$ cat src/ipap_pkg.sv
// Shared types and constants of the partial IPv4 address parser.
package ipap_pkg;

    localparam int unsigned CharWidth = 8;
    localparam int unsigned AddrWidth = 32;
    localparam int unsigned PortWidth = 16;

    localparam logic [AddrWidth-1:0] LocalAddressReset = 32'h7F00_0001;
    localparam logic [PortWidth-1:0] DefaultPortReset  = 16'd26000;

    localparam logic [CharWidth-1:0] CharNul   = 8'h00;
    localparam logic [CharWidth-1:0] CharDot   = 8'h2E;
    localparam logic [CharWidth-1:0] CharColon = 8'h3A;
    localparam logic [CharWidth-1:0] CharZero  = 8'h30;
    localparam logic [CharWidth-1:0] CharNine  = 8'h39;

    localparam logic [9:0] OctetMax    = 10'd255;
    localparam logic [1:0] MaxDigitRun = 2'd3;

    // Configuration register indexes.
    typedef enum logic [0:0] {
        CFG_LOCAL_ADDRESS = 1'b0,
        CFG_DEFAULT_PORT  = 1'b1
    } t_cfg_index;

    typedef enum logic [2:0] {
        PH_START     = 3'd0,
        PH_OCTET     = 3'd1,
        PH_PORT      = 3'd2,
        PH_PORT_DONE = 3'd3,
        PH_ERROR     = 3'd4
    } t_phase;

    typedef struct packed {
        logic                 emit;
        logic                 status;
        logic [AddrWidth-1:0] address;
        logic [PortWidth-1:0] port;
    } t_result;

endpackage

$ cat src/ipap_core.sv
// Parse state registers and the per-character update logic.
module ipap_core (
    input  logic                             i_clk,
    input  logic                             i_rst_n,
    input  logic                             i_step,
    input  logic [ipap_pkg::CharWidth-1:0]   i_char,
    input  logic [ipap_pkg::AddrWidth-1:0]   i_local_address,
    input  logic [ipap_pkg::PortWidth-1:0]   i_default_port,
    output ipap_pkg::t_result                o_result
);
    import ipap_pkg::*;

    t_phase                r_phase,  n_phase;
    logic [9:0]            r_octet,  n_octet;
    logic [1:0]            r_run,    n_run;
    logic [AddrWidth-1:0]  r_bits,   n_bits;
    logic [AddrWidth-1:0]  r_mask,   n_mask;
    logic [PortWidth-1:0]  r_port,   n_port;

    logic                  is_digit;
    logic [3:0]            digit;
    logic                  octet_ok;
    logic [AddrWidth-1:0]  mask_c;
    logic [AddrWidth-1:0]  bits_c;
    t_phase                eff_phase;

    assign is_digit = (i_char >= CharZero) && (i_char <= CharNine);
    assign digit    = 4'(i_char - CharZero);
    assign octet_ok = (r_octet <= OctetMax);
    assign mask_c   = {r_mask[AddrWidth-9:0], 8'h00};
    assign bits_c   = {r_bits[AddrWidth-9:0], r_octet[7:0]};
    // A string that does not open with a dot behaves as if it did.
    assign eff_phase = (r_phase == PH_START) ? PH_OCTET : r_phase;

    always_comb begin
        n_phase  = r_phase;
        n_octet  = r_octet;
        n_run    = r_run;
        n_bits   = r_bits;
        n_mask   = r_mask;
        n_port   = r_port;
        o_result = '0;

        if (r_phase == PH_START && i_char == CharDot) begin
            n_phase = PH_OCTET;
        end else begin
            case (eff_phase)
                PH_OCTET: begin
                    n_phase = PH_OCTET;
                    if (is_digit) begin
                        if (r_run == MaxDigitRun) begin
                            n_phase = PH_ERROR;
                        end else begin
                            n_run   = r_run + 2'd1;
                            n_octet = r_octet * 10'd10 + {6'd0, digit};
                        end
                    end else if (i_char == CharDot || i_char == CharColon) begin
                        if (!octet_ok) begin
                            n_phase = PH_ERROR;
                        end else begin
                            n_mask  = mask_c;
                            n_bits  = bits_c;
                            n_octet = '0;
                            n_run   = '0;
                            if (i_char == CharColon) begin
                                n_phase = PH_PORT;
                            end
                        end
                    end else if (i_char == CharNul) begin
                        o_result.emit    = 1'b1;
                        o_result.status  = !octet_ok;
                        o_result.address = octet_ok ? ((i_local_address & mask_c) | bits_c) : '0;
                        o_result.port    = octet_ok ? i_default_port : '0;
                    end else begin
                        n_phase = PH_ERROR;
                    end
                end
                PH_PORT, PH_PORT_DONE: begin
                    if (i_char == CharNul) begin
                        o_result.emit    = 1'b1;
                        o_result.status  = 1'b0;
                        o_result.address = (i_local_address & r_mask) | r_bits;
                        o_result.port    = r_port;
                    end else if (r_phase == PH_PORT) begin
                        if (is_digit) begin
                            n_port = r_port * 16'd10 + {12'd0, digit};
                        end else begin
                            n_phase = PH_PORT_DONE;
                        end
                    end
                end
                default: begin
                    n_phase = PH_ERROR;
                    if (i_char == CharNul) begin
                        o_result.emit   = 1'b1;
                        o_result.status = 1'b1;
                    end
                end
            endcase
        end

        // Every result closes the string and starts the next one afresh.
        if (o_result.emit) begin
            n_phase = PH_START;
            n_octet = '0;
            n_run   = '0;
            n_bits  = '0;
            n_mask  = '1;
            n_port  = '0;
        end
    end

    always_ff @(posedge i_clk) begin
        if (!i_rst_n) begin
            r_phase <= PH_START;
            r_octet <= '0;
            r_run   <= '0;
            r_bits  <= '0;
            r_mask  <= '1;
            r_port  <= '0;
        end else if (i_step) begin
            r_phase <= n_phase;
            r_octet <= n_octet;
            r_run   <= n_run;
            r_bits  <= n_bits;
            r_mask  <= n_mask;
            r_port  <= n_port;
        end
    end

endmodule

$ cat src/ipap_out.sv
// Result register that holds one finished beat until the receiver takes it.
module ipap_out (
    input  logic                             i_clk,
    input  logic                             i_rst_n,
    input  logic                             i_load,
    input  ipap_pkg::t_result                i_result,
    input  logic                             i_ready,
    output logic                             o_free,
    output logic                             o_valid,
    output logic                             o_status,
    output logic [ipap_pkg::AddrWidth-1:0]   o_address,
    output logic [ipap_pkg::PortWidth-1:0]   o_port
);
    import ipap_pkg::*;

    logic                 r_valid;
    logic                 r_status;
    logic [AddrWidth-1:0] r_address;
    logic [PortWidth-1:0] r_port;

    assign o_free    = !r_valid || i_ready;
    assign o_valid   = r_valid;
    assign o_status  = r_status;
    assign o_address = r_address;
    assign o_port    = r_port;

    always_ff @(posedge i_clk) begin
        if (!i_rst_n) begin
            r_valid <= 1'b0;
        end else if (i_load) begin
            r_valid <= 1'b1;
        end else if (i_ready) begin
            r_valid <= 1'b0;
        end
    end

    always_ff @(posedge i_clk) begin
        if (i_load) begin
            r_status  <= i_result.status;
            r_address <= i_result.address;
            r_port    <= i_result.port;
        end
    end

endmodule

$ cat src/partial_ipv4_address_parser.sv
// Top level of the partial dotted-decimal IPv4 address parser.
//
// The slave stream carries the address text, one character per beat, ended by
// a zero byte. The block answers each zero byte with one master beat: tuser is
// the status (0 parsed, 1 malformed), tdata holds the address and the port.
// Characters other than the terminator produce no output beat.
//
// An accepted character lands in an input register; the parse logic then
// consumes it and, on a terminator, writes the result register, so a result
// passes the input register and the result register before it can be taken.
// One character is taken per cycle, sustained, unless a terminator waits on a
// full result register; the parse registers advance per consumed character.
//
// When the receiver stalls, a finished result waits in the result register
// while further characters keep flowing; only a second terminator blocks until
// the waiting result is taken, so the input register then holds it.
//
// Reset (synchronous, active low) clears the parse state and the valid flags
// and loads the register defaults: local address 127.0.0.1 and port 26000.
// The configuration port is to be written by the user only while the block is idle; the block does not enforce this.
module partial_ipv4_address_parser (
    input  logic                             i_clk,
    input  logic                             i_rst_n,
    // Slave stream, tdata: char_code [7:0].
    input  logic                             i_s_axis_tvalid,
    output logic                             o_s_axis_tready,
    input  logic [7:0]                       i_s_axis_tdata,
    // Master stream, tdata: address [31:0], port [47:32]; tuser: status [0].
    output logic                             o_m_axis_tvalid,
    input  logic                             i_m_axis_tready,
    output logic [47:0]                      o_m_axis_tdata,
    output logic [0:0]                       o_m_axis_tuser,
    // Configuration write port: index 0 local_address, index 1 default_port.
    input  logic                             i_cfg_we,
    input  logic [0:0]                       i_cfg_index,
    input  logic [31:0]                      i_cfg_wdata
);
    import ipap_pkg::*;

    logic                 r_in_valid;
    logic [CharWidth-1:0] r_in_char;
    logic [AddrWidth-1:0] r_local_address;
    logic [PortWidth-1:0] r_default_port;

    t_result              step_result;
    logic                 out_free;
    logic                 step_fire;
    logic                 in_fire;
    logic                 out_status;
    logic [AddrWidth-1:0] out_address;
    logic [PortWidth-1:0] out_port;

    // A held character is consumed unless it is a terminator whose result
    // has nowhere to go yet.
    assign step_fire       = r_in_valid && (r_in_char != CharNul || out_free);
    assign o_s_axis_tready = !r_in_valid || step_fire;
    assign in_fire         = i_s_axis_tvalid && o_s_axis_tready;

    always_ff @(posedge i_clk) begin
        if (!i_rst_n) begin
            r_in_valid <= 1'b0;
        end else if (in_fire) begin
            r_in_valid <= 1'b1;
        end else if (step_fire) begin
            r_in_valid <= 1'b0;
        end
    end

    always_ff @(posedge i_clk) begin
        if (in_fire) begin
            r_in_char <= i_s_axis_tdata;
        end
    end

    always_ff @(posedge i_clk) begin
        if (!i_rst_n) begin
            r_local_address <= LocalAddressReset;
            r_default_port  <= DefaultPortReset;
        end else if (i_cfg_we) begin
            case (t_cfg_index'(i_cfg_index))
                CFG_LOCAL_ADDRESS: r_local_address <= i_cfg_wdata;
                CFG_DEFAULT_PORT:  r_default_port  <= i_cfg_wdata[PortWidth-1:0];
                default:           r_local_address <= r_local_address;
            endcase
        end
    end

    ipap_core u_core (
        .i_clk           (i_clk),
        .i_rst_n         (i_rst_n),
        .i_step          (step_fire),
        .i_char          (r_in_char),
        .i_local_address (r_local_address),
        .i_default_port  (r_default_port),
        .o_result        (step_result)
    );

    ipap_out u_out (
        .i_clk     (i_clk),
        .i_rst_n   (i_rst_n),
        .i_load    (step_fire && step_result.emit),
        .i_result  (step_result),
        .i_ready   (i_m_axis_tready),
        .o_free    (out_free),
        .o_valid   (o_m_axis_tvalid),
        .o_status  (out_status),
        .o_address (out_address),
        .o_port    (out_port)
    );

    assign o_m_axis_tdata = {out_port, out_address};
    assign o_m_axis_tuser = out_status;

    // A malformed result never carries an address or a port.
    a_error_zero : assert property (@(posedge i_clk) disable iff (!i_rst_n)
        o_m_axis_tvalid && o_m_axis_tuser[0] |-> o_m_axis_tdata == '0)
        else $error("error result with nonzero payload");

    // A held character that cannot be consumed stays in the input register.
    a_in_hold : assert property (@(posedge i_clk) disable iff (!i_rst_n)
        r_in_valid && !step_fire |=> r_in_valid && $stable(r_in_char))
        else $error("input register lost a stalled character");

    // Only a terminator blocked by a full result register stalls the input.
    a_stall_cause : assert property (@(posedge i_clk) disable iff (!i_rst_n)
        !o_s_axis_tready |-> r_in_valid && r_in_char == CharNul && o_m_axis_tvalid)
        else $error("input stalled without a waiting result");

    // Only a consumed terminator produces a result.
    a_emit_term : assert property (@(posedge i_clk) disable iff (!i_rst_n)
        step_fire && step_result.emit |-> r_in_char == CharNul)
        else $error("result produced by a non-terminator");

endmodule
$ cat config.mk
export PLATFORM = sky130hd
export DESIGN_NAME = partial_ipv4_address_parser
export DESIGN_NICKNAME = d
export VERILOG_FILES = /design/src/ipap_pkg.sv /design/src/ipap_core.sv /design/src/ipap_out.sv /design/src/partial_ipv4_address_parser.sv
export SDC_FILE = /design/constraint.sdc
export NUM_CORES = 1
export LEC_CHECK = 0
export ABC_AREA = 1
export BUFFER_PORTS_ARGS = -buffer_cell sky130_fd_sc_hd__buf_2
export CORE_UTILIZATION = 55
export DETAILED_ROUTE_END_ITERATION = 12
export GPL_TIMING_DRIVEN = 0
export PLACE_DENSITY_LB_ADDON = 0.12
export RECOVER_POWER = 50
export SETUP_SLACK_MARGIN = 0.4
export SLEW_MARGIN = 20
export SYNTH_ARGS = -nofsm -noshare
export SYNTH_HDL_FRONTEND = slang
export SYNTH_SLANG_ARGS = --single-unit
$ cat constraint.sdc
create_clock -name i_clk -period 7.5 [get_ports i_clk]
set_input_delay 0.75 -clock i_clk [delete_from_list [all_inputs] [get_ports i_clk]]
set_output_delay 0.75 -clock i_clk [all_outputs]
set_load 0.02 [all_outputs]
==> flow_metrics.tcl <==
set metrics [dict create \
    status "completed" \
    slew_viol_final 0 \
    syn_area_sq_um 8780 \
    yosysTopAreaCellShare 0.267 \
    r2r_cells 13 \
    portBuffers 96 \
    synth_area_leaders "dfxtp_1 (27%), edfxtp_1 (20%), nand2_1 (7.3%)" \
    maxCapViolations 0 \
    die_h_um 128 \
    dr.pass1.iters 7 \
    final_util 0.654 \
    cp-end-kind "flip-flop" \
    place.gp.congestion 0.904 \
    p_leak_nw 4.08 \
    via_per_inst 5.54 \
    synth_seq_cells 174 \
    ff2ff_setup_slack_ns 3.94 \
    cts_buffer_depth 2 \
    setup_viol 0 \
    netSwitchingPower_uw 466 \
    tritoncts "built" \
    path_clk_slew_ns 0.07 \
    grt_overflow 0 \
    p_per_area_nw_per_um2 203 \
    synth_ff_type "dfxtp_1" \
    setup_tns_ns 0 \
    cp.required_ns 7.68 \
    clockRootBuffer "clkbuf_16" \
    core_area_sq_um 15400 \
    fin_crit_sh 0.475 \
    drt_iter0_markers 592 \
    fmax_mhz 281 \
    tightest_slew_ns 0.832 \
    worst_path_max_delay_cell "edfxtp_1" \
    p_sw_frac 0.229 \
    drive_above_1_share 0.134 \
    fin_cells 1382 \
    holdBufCountCts 0 \
    r2r-end "u_out.o_address[29]$_SDFFCE_PP0P_" \
    crit_chain "nor2_1, nand2_1, nor2_1, clkinv_1, o21ai_0, clkinv_1, nand2_1, nor2_1, nand2_2, inv_4, nand2_1, inv_2, buf_12" \
    crit_type "reg -> reg" \
    wl_per_cell_um 16.2 \
    syn_to_final_growth_pct 14.5 \
    grt_pass1_wl_um 35300 \
    synth_cell_types 45 \
    min_to "r_default_port[9]$_SDFFE_PN0P_" \
    initial_core_util 0.571 \
    yosys.area.top_type "dfxtp_1" \
    h-tree-depth 4 \
    totalWireLength_um 22400 \
    dp_cells 1350 \
    reg2reg_from "r_in_char[2]$_DFFE_PP_" \
    synth_commonest_cells "nand2_1 (171), dfxtp_1 (117), nor2_1 (115), a21oi_1 (100), inv_1 (90)" \
    pwr-share-clk 0.453 \
    drc 0 \
    synth_edf_count 57 \
    skew_ns 0.00800 \
    grt_pass1_vias 6899 \
    nets 1249 \
    cp-start-kind "flip-flop" \
    die_area_sq_um 16500 \
    hpwlAfterDp_um 16700 \
    cts_resized 0 \
    antenna_found_initial 0 \
    finalHoldViolCount 0 \
    min_from "r_default_port[9]$_SDFFE_PN0P_" \
    vias 7650 \
    p_seq_frac 0.496 \
    cpPeakStageDelay_ns 0.57 \
    syn_area_per_cell_sq_um 8.42 \
    fp.dieW_um 128 \
    syn_nets 1133 \
    synth_cells 1042 \
    grtUsageTotal 0.280 \
    synth.yosys.seq_area_share 0.462 \
    hp-class "reg -> reg" \
    grt_max_degree 33 \
    p_int_mw 1.57 \
    power_frac_comb 0.051 \
    async_reset_ff_frac 0 \
    critPathArrivalTime_ns 3.74 \
    io_pins 97 \
    cp_max_fo 32 \
    grt_setup_unrepaired "no" \
    min_path_cells 2 \
    ant_nets 0 \
    holdWs_ns 0.452 \
    n_fill_cell 1365 \
    peakVddDrop_mv 0.206 \
    num_antenna_cells 0 \
    cts_setup_buffers 0 \
    layout_min_cycle_time_ns 3.56 \
    yosysMostFrequentCell "nand2_1" \
    insertion_delay_ns 0.44 \
    slew_headroom 0.445 \
    yosysWarnings 0 \
    numClockSinks 174 \
    cts-buffers-inserted 17 \
    rows 45 \
]
-- power groups by stage --
stage	Sequential (mW)	Clock, mW	Combinational [mW]
floorplan	1.02	0	0.0699
global placement	1.03	0	0.102
detailed placement	1.03	0	0.104
CTS	1.01	0.923	0.105
global route	1.01	0.962	0.117
finish	1.01	0.923	0.105
-- placed cells by master, fill, tap and decap left out, types with 2 or more instances in the layout --
cell	count
nor2_4	2
o211ai_1	7
clkbuf_16	17
inv_6	2
xor2_1	6
clkinv_1	4
o21ai_0	69
clkinv_2	2
nand3_1	70
o22ai_1	34
or2_2	6
inv_1	89
clkinv_4	3
inv_2	4
xnor2_1	5
a21oi_2	9
a31oi_1	3
nand2_2	10
nand3b_1	4
nor2_2	3
o21ai_1	2
nand3_2	2
a211oi_2	30
ha_1	41
nor3_1	5
buf_6	5
dfxtp_1	117
a21oi_1	100
fa_1	4
buf_2	50
nand4_1	8
clkinvlp_4	2
bufinv_16	3
clkbuf_1	93
clkbuf_8	2
nor2_1	117
nand2_1	172
edfxtp_1	57
-- flip-flops by register name, summed over array words and instances, names as in the netlist --
| signal | cells |
|---|---|
| u_out.o_status | 1 |
| r_local_address | 32 |
| u_core.r_phase | 3 |
| u_out.o_address | 32 |
| u_core.r_bits | 32 |
| u_out.o_port | 16 |
| u_core.r_octet | 10 |
| r_in_char | 8 |
| r_default_port | 16 |
| u_out.o_valid | 1 |
| u_core.r_mask | 4 |
| r_in_valid | 1 |
| u_core.r_port | 16 |
| u_core.r_run | 2 |
-- how the worst max path moves through the flow --
stage          slack (ns)                           from                                 to
3_3_place_gp         3.79                i_m_axis_tready  u_out.o_address[24]$_SDFFCE_PP0P_
2_1_floorplan        4.61                i_m_axis_tready   u_out.o_address[0]$_SDFFCE_PP0P_
5_1_grt              3.63         r_in_char[2]$_DFFE_PP_  u_out.o_address[29]$_SDFFCE_PP0P_
6_report             3.94         r_in_char[2]$_DFFE_PP_  u_out.o_address[29]$_SDFFCE_PP0P_
4_1_cts              4.40         r_in_char[2]$_DFFE_PP_                    o_s_axis_tready
3_5_place_dp         4.65  u_core.r_port[1]$_SDFFE_PN0P_     u_core.r_port[12]$_SDFFE_PN0P_
-- through the flow --
step	worst slack, ns	power (mW)	area, sq um
after CTS	4.40	2.04	10200
after detailed placement	4.65	1.13	9540
after global routing	3.63	2.09	10000
final	3.94	2.04	10000
after global placement	3.79	1.13	9520
after floorplan	4.61	1.09	8780
-- logic make-up (layout without fill, tap and decap cells) --
| logic type | after synthesis | count (layout) | share of synthesized area |
|---|---|---|---|
| adder cells (fa/ha/maj) | 45 | 45 | 0.0676 |
| XOR/XNOR | 11 | 11 | 0.0110 |
| AND/OR/NAND/NOR | 401 | 401 | 0.198 |
| flip-flops | 174 | 174 | 0.462 |
| buffers and inverters | 151 | 280 | 0.0707 |
| AO/OA/AOI/OAI | 260 | 260 | 0.191 |
-- layout make-up --
| cell class | count | area [sq um] | area share |
|---|---|---|---|
| flip-flops and latches | 174 | 4050 | 0.403 |
| clock inverters | 13 | 163 | 0.0162 |
| clock buffers | 19 | 453 | 0.0451 |
| well taps | 211 | 264 | 0.0263 |
| inverters | 97 | 367 | 0.0365 |
| repair buffers | 97 | 437 | 0.0435 |
| plain buffers | 54 | 250 | 0.0249 |
| multi-input cells | 717 | 4060 | 0.404 |
-- metal layers --
metal,up-vias,share of wire,track usage
met4,0,0.020,0.0955
met5,-,0,0
met2,260,0.45,0.437
met3,33,0.065,0.0472
met1,3569,0.47,0.394
li1,3788,-,-
-- critical path, delay by kind of cell, from the launching register on --
family / cells / cell delay, ns
and+or+nand+nor: 7 / 1.15
buffers and inverters: 5 / 1.00
AOI/OAI and AO/OA: 1 / 0.52
DFF: 1 / 0.57
(Power assumes the default switching activity.)
